<file path="config.mk">
export PLATFORM = sky130hd
export DESIGN_NAME = mmdp_ctrl
export DESIGN_NICKNAME = d
export VERILOG_FILES = /design/src/design/mmdp_pkg.sv /design/src/design/mmdp_ctrl.sv
export VERILOG_INCLUDE_DIRS = /design/src /design/src/design
export SDC_FILE = /design/constraint.sdc
export NUM_CORES = 1
export LEC_CHECK = 0
export CAP_MARGIN = 20
export CORE_MARGIN = 2
export CORE_UTILIZATION = 36
export CTS_BUF_LIST = sky130_fd_sc_hd__clkbuf_8
export DETAILED_ROUTE_END_ITERATION = 10
export DONT_BUFFER_PORTS = 1
export SKIP_LAST_GASP = 1
export SYNTH_ARGS = -nofsm -noshare
export SYNTH_HDL_FRONTEND = slang
export SYNTH_SLANG_ARGS = --single-unit
</file>
<file path="constraint.sdc">
create_clock -name clock -period 3.8 [get_ports clock]
set_input_delay 0.57 -clock clock [delete_from_list [all_inputs] [get_ports clock]]
set_output_delay 0.57 -clock clock [all_outputs]
set_load 0.02 [all_outputs]
</file>
<file path="src/design/assert_macros.svh">
// ---------------------------------------------------------------------------
// assert_macros.svh
// Assertion shorthands for the matrix multiply block, sampled on clock and
// disabled while reset is high.
// ---------------------------------------------------------------------------
`ifndef ASSERT_MACROS_SVH
`define ASSERT_MACROS_SVH

// same-cycle implication
`define MMDP_ASSERT_IMPL(lbl, ante, cons, msg) \
   lbl: assert property (@(posedge clock) disable iff (reset) (ante) |-> (cons)) \
      else $error(msg);

// next-cycle implication
`define MMDP_ASSERT_NEXT(lbl, ante, cons, msg) \
   lbl: assert property (@(posedge clock) disable iff (reset) (ante) |=> (cons)) \
      else $error(msg);

`endif

</file>
<file path="src/design/mmdp_pkg.sv">
// ---------------------------------------------------------------------------
// mmdp_pkg
// Shared constants, codes and control types of the matrix multiply block.
// ---------------------------------------------------------------------------
package mmdp_pkg;

   localparam int DIM_DEFAULT = 16;

   localparam int SIZE_W     = 5;
   localparam int IDX_W      = 4;
   localparam int VAL_W      = 32;
   localparam int PROD_W     = 64;
   localparam int MODE_W     = 2;
   localparam int REQ_DATA_W = 40;   // row, col, element_value
   localparam int RSP_DATA_W = 72;   // product_value, row_echo, col_echo

   localparam logic [SIZE_W-1:0] SIZE_RESET = 5'd16;

   localparam logic [MODE_W-1:0] MODE_WR_A = 2'd0;
   localparam logic [MODE_W-1:0] MODE_WR_B = 2'd1;
   localparam logic [MODE_W-1:0] MODE_REQ  = 2'd2;

   // controller to datapath commands
   typedef struct packed {
      logic load;     // latch request indices, clear accumulator
      logic wr_a;     // write element of A from the input beat
      logic wr_b;     // write element of B from the input beat
      logic rd;       // read one element pair at the current index
      logic finish;   // saturate and load the result register
   } mmdp_cmd_type;

endpackage

</file>
<file path="src/design/mmdp_ctrl.sv">
// ---------------------------------------------------------------------------
// mmdp_ctrl
// Sequencer: accepts beats, walks the dot-product index and hands the
// finished sum to the result register.
// ---------------------------------------------------------------------------
`include "assert_macros.svh"

module mmdp_ctrl #(
   parameter int DIM = mmdp_pkg::DIM_DEFAULT
) (
   input  logic                               clock,
   input  logic                               reset,
   input  logic                               csr_wr_en,
   input  logic [mmdp_pkg::SIZE_W-1:0]        csr_wr_data,
   input  logic                               req_tvalid,
   output logic                               req_tready,
   input  logic [mmdp_pkg::MODE_W-1:0]        req_mode,
   input  logic [mmdp_pkg::IDX_W-1:0]         req_row,
   input  logic [mmdp_pkg::IDX_W-1:0]         req_col,
   output logic                               rsp_tvalid,
   input  logic                               rsp_tready,
   input  logic                               pipe_busy,
   output mmdp_pkg::mmdp_cmd_type             cmd,
   output logic [$clog2(DIM)-1:0]             rd_idx
);
   import mmdp_pkg::*;

   localparam int NW = $clog2(DIM + 1);
   localparam int KW = $clog2(DIM);

   typedef enum logic [1:0] {ST_IDLE, ST_RUN, ST_DRAIN} state_type;

   state_type           state_ff, state_in;
   logic [SIZE_W-1:0]   size_ff;
   logic [NW-1:0]       n_ff, n_in;
   logic [NW-1:0]       cnt_ff, cnt_in;
   logic                rsp_valid_ff, rsp_valid_in;
   logic                accept;
   logic                in_range;
   logic [NW-1:0]       n_req;
   logic                out_free;

   assign req_tready = (state_ff == ST_IDLE);
   assign accept     = req_tvalid && req_tready;
   assign in_range   = (32'(req_row) < DIM) && (32'(req_col) < DIM);
   assign out_free   = !rsp_valid_ff || rsp_tready;

   // terms to sum; an index beyond the store gives an empty sum
   always_comb begin
      if (!in_range) begin
         n_req = '0;
      end else if (32'(size_ff) > DIM) begin
         n_req = NW'(DIM);
      end else begin
         n_req = NW'(size_ff);
      end
   end

   always_comb begin
      cmd        = '0;
      cmd.load   = accept && (req_mode == MODE_REQ);
      cmd.wr_a   = accept && (req_mode == MODE_WR_A) && in_range;
      cmd.wr_b   = accept && (req_mode == MODE_WR_B) && in_range;
      cmd.rd     = (state_ff == ST_RUN);
      cmd.finish = (state_ff == ST_DRAIN) && !pipe_busy && out_free;
   end

   assign rd_idx = cnt_ff[KW-1:0];

   always_comb begin
      state_in     = state_ff;
      n_in         = n_ff;
      cnt_in       = cnt_ff;
      rsp_valid_in = rsp_valid_ff;
      if (rsp_tready) begin
         rsp_valid_in = 1'b0;
      end
      case (state_ff)
         ST_IDLE: begin
            if (cmd.load) begin
               n_in     = n_req;
               cnt_in   = '0;
               state_in = (n_req == '0) ? ST_DRAIN : ST_RUN;
            end
         end
         ST_RUN: begin
            cnt_in = NW'(cnt_ff + 1'b1);
            if (cnt_in == n_ff) begin
               state_in = ST_DRAIN;
            end
         end
         ST_DRAIN: begin
            if (cmd.finish) begin
               rsp_valid_in = 1'b1;
               state_in     = ST_IDLE;
            end
         end
         default: begin
            state_in = ST_IDLE;
         end
      endcase
   end

   always_ff @(posedge clock) begin
      if (reset) begin
         state_ff     <= ST_IDLE;
         rsp_valid_ff <= 1'b0;
         size_ff      <= SIZE_RESET;
         n_ff         <= '0;
         cnt_ff       <= '0;
      end else begin
         state_ff     <= state_in;
         rsp_valid_ff <= rsp_valid_in;
         n_ff         <= n_in;
         cnt_ff       <= cnt_in;
         if (csr_wr_en) begin
            size_ff <= csr_wr_data;
         end
      end
   end

   assign rsp_tvalid = rsp_valid_ff;

   `MMDP_ASSERT_IMPL(a_finish_drained, cmd.finish, !pipe_busy && out_free,
      "result taken before the accumulator settled")
   `MMDP_ASSERT_NEXT(a_finish_shows, cmd.finish, rsp_valid_ff,
      "finished result not presented")
   `MMDP_ASSERT_IMPL(a_idx_in_range, cmd.rd, cnt_ff < n_ff,
      "element index walked past the size in use")
   `MMDP_ASSERT_IMPL(a_no_accept_busy, accept, !pipe_busy,
      "beat accepted while element pairs still in flight")

endmodule

</file>
# Word level (Yosys, flattened, before mapping)
# Index checks and enable logic that the tools add are counted.
[classes]
reduce_logical = 16
n_addsub = 1
mux = 11
eq_ne = 8
order_cmp = 1
[op_table]
columns = ["op", "count"]
rows = [
  ["$mux W5", 2],
  ["$pmux W5 S2", 1],
  ["$mux W2", 4],
  ["$logic_and A1 B1 Y1", 6],
  ["$pmux W2 S3", 1],
  ["$add A5 B1 Y5 const B", 1],
  ["$eq A5 B5 Y1", 1],
  ["$gt A5 B5 Y1 const B", 1],
  ["$logic_not A5 Y1", 1],
  ["$eq A2 B1 Y1 const B", 2],
  ["$eq A2 B2 Y1 const B", 2],
  ["$logic_not A2 Y1", 2],
  ["$ne A2 B1 Y1 const B", 2],
  ["$reduce_and A2 Y1", 2],
  ["$mux W1", 3],
  ["$reduce_and A3 Y1", 1],
  ["$logic_not A1 Y1", 2],
  ["$ne A2 B2 Y1 const B", 1],
  ["$reduce_bool A2 Y1", 1],
  ["$logic_or A1 B1 Y1", 1],
]
[totals]
elab_cells = 42
regBits = 18
inputBits = 21

# Logic depth before layout (Yosys ltp)
[logic_depth]
ltp_word = 6
depth_mapped = 6
ltp_nobuf = 6

# Worst setup path before layout
# OpenSTA, ideal clock, no wires.
[synth_path]
path_type = "register to output"
from = "register state_ff[1]"
to = "output cmd[2] in the netlist's numbering"
path_buffers = 0
arrival_time_ns = 1.226
stages_incl_launch_ff = 4
slack_ns = 2.004
required_ns = 3.230
cell_sequence = "dfxtp_1 nor2_2 nand2_1 nor3b_1"
[synth_lines]
columns = ["item", "line_no", "source"]
rows = [
  ["from (decl)", "mmdp_ctrl.sv:33", "state_type state_ff, state_in;"],
  ["from (signal assigned)", "mmdp_ctrl.sv:112", "state_ff <= state_in;"],
  ["to (decl)", "mmdp_ctrl.sv:23", "output mmdp_pkg::mmdp_cmd_type cmd,"],
]

==> results.yml <==
routing:
  wl_per_cell_um: 13.01
  wl_um: 1743
  drt_first_pass_iters: 4
  drtAntennaViolNets: 0
  num_vias: 711
  vias_per_cell: 5.306
  drt_iter0_drc: 10
  drc: 0
synthesis:
  ys_ff_latch: 18
  yosysWarnings: 0
  yosysUniqueCellTypes: 35
  synthCells: 108
  synthesis.nets: 130
  ys_seq_area_share_pct: 39.72
  yosysTopAreaCellShare_pct: 39.72
  syn_area_per_cell_um2: 8.399
  netlist_area_um2: 907.1
  synth_top_cell_by_area: "dfxtp_1"
  synth_area_leaders: "dfxtp_1, nor2_1, a21oi_1, mux2i_1, nor3b_1"
clock_network:
  cts-hold-fix-buffers: 0
  cts_root_buf: "clkbuf_8"
  tritoncts: "yes"
  h-tree-depth: 1
  clkSlewWorstSetupHoldPaths_ps: 70
  post_cts_resized: 0
  post_cts_buffers: 0
  clk-insertion-delay-late_ps: 250
  cts_buffer_depth: 2
  clkSinkCount: 18
  cts_made_buffers: 3
die:
  die_x_um: 54.20
  die_y_um: 54.20
  num_rows: 18
  core_um2: 2432
  dieArea_um2: 2937
  pin_count: 32
  initial_utilization_pct: 37.29
sta:
  maxSlewViolCount: 0
  whs_ps: 373.1
  relSlewSlack_pct: 55.49
  fmax_mhz: 440.1
  hold_viol: 0
  worstMarginPinSlew_ps: 666.3
  rsz0062_at_grt: "false"
  post-route-min-period_ps: 2272
  tns_ps: 0
  fin_crit_sh_pct: 59.79
  finClkSkew_ps: 4.115
  setup_viol: 0
finish:
  antenna_cells: 0
  final_nets: 127
  final-seq-area_um2: 360.3
  mostFrequentLayoutCells: "dfxtp_1, nor2_1, a21oi_1"
  final_common_cell: "dfxtp_1"
  syn_to_final_growth_pct: 5.103
  fillers: 249
  multiInputGateArea_um2: 489.2
  drive_above_1_share_pct: 9.615
global_routing:
  track_usage_pct: 14.43
  grt_max_degree: 19
  grt_overflow: 0
  grt_pass1_vias: 694
  grt_pass1_wl_um: 3042
  antenna_found_initial: 0
power:
  p_total_uw: 391.9
  cellLeakagePower_nw: 0.3713
  vdd_drop_max_uv: 275.3
  power_per_cell_area_nw_per_um2: 411.0
run:
  maxCapViolCount: 0
placement:
  numPortBuffers: 0
  routabilityCongestion: 0.7580
  hpwl_um: 1279
critical_path:
  slowest_delay_ps: 480
  cp_max_fo: 12
  cp.arrival_ps: 1700
  crit_type: "reg -> out"
  crit_required_ps: 3230
  worstPathCellList: "nor2_2 > nand4b_1 > inv_2"
  endpoint_kind: "output port"
  startpoint_type: "flop"
  slowest_stage: "nand4b_1"
status:
  status: "complete, no violations"
min_path:
  min_path_type: "in -> reg"
==> per-stage QoR <==
step	setup slack (ps)	cell area, um2	util [%]	cells
global placement	1837	898.4	36.93	130
global route	1393	953.4	39.20	134
CTS	1527	953.4	39.20	134
detailed placement	1812	898.4	36.93	130
finish	1528	953.4	39.20	134
floorplan	2004	907.1	-	108
==> state kept, by name, indices dropped and copies added (netlist names) <==
| signal | flops |
|---|---|
| size_ff | 5 |
| n_ff | 5 |
| rsp_tvalid | 1 |
| state_ff | 2 |
| cnt_ff | 5 |
==> worst max-delay path: cells and delay by family, from the launching register on <==
kind / cells / cell delay, ps
AND/OR/NAND/NOR: 2 / 770
flip-flops: 1 / 360
buffers and inverters: 1 / 320
==> path summary, 6_finish.rpt <==
check | start | to | slack, ps | cells past startpoint
max | state_ff[1] | cmd[4] | 1530 | 3
min | reset | cnt_ff[2] | 370 | 1
max reg2reg | state_ff[1] | cnt_ff[3] | 1890 | 6
min reg2reg | n_ff[4] | n_ff[4] | 480 | 2
==> routing by layer <==
layer | vias up | GRT usage, % | wire, um
li1 | 364 | - | -
met1 | 327 | 17.51 | 855
met2 | 18 | 23.09 | 776
met3 | 2 | 6.389 | 101
met4 | 0 | 3.750 | 10
met5 | - | 0 | 0
==> cell families after synthesis <==
| kind of cell | share of synthesized area, % |
|---|---|
| buffers and inverters | 6.344 |
| AO/OA/AOI/OAI | 12.69 |
| flip-flops | 39.72 |
| AND/OR/NAND/NOR | 30.48 |
| multiplexers | 5.517 |
| adder cells (fa/ha/maj) | 1.379 |
| XOR/XNOR | 3.863 |
==> layout make-up <==
type	instances	share of cell area, %
Clock buffer	4	5.774
Inverter	3	1.181
Multi-Input combinational cell	79	51.31
Sequential cell	18	37.80
Tap cell	30	3.937
==> cell usage after synthesis (all sizes together) <==
cell and instances:
nand2 7, dfxtp 18, o221a 1, and2 1, nor2 18, or3 2, a211oi 1, buf 5
or4 2, nor2b 5, a21oi 10, o221ai 1, xnor2 2, o21ai 3, inv 3, mux2i 5
a31o 1, nand3b 1, o31ai 1, nand3 3, clkbuf 3, xor2 2, nor4 1, nor3b 6
a31oi 1, nand2b 1, nand4b 1, nor3 1, ha 1, or3b 1
==> power by group <==
part,switching [mW],internal (mW)
Combinational,0.0196,0.0132
Clock,0.0648,0.0920
Sequential,0.00771,0.194
Total,0.0921,0.300
Power figures use the tool's default switching activity.
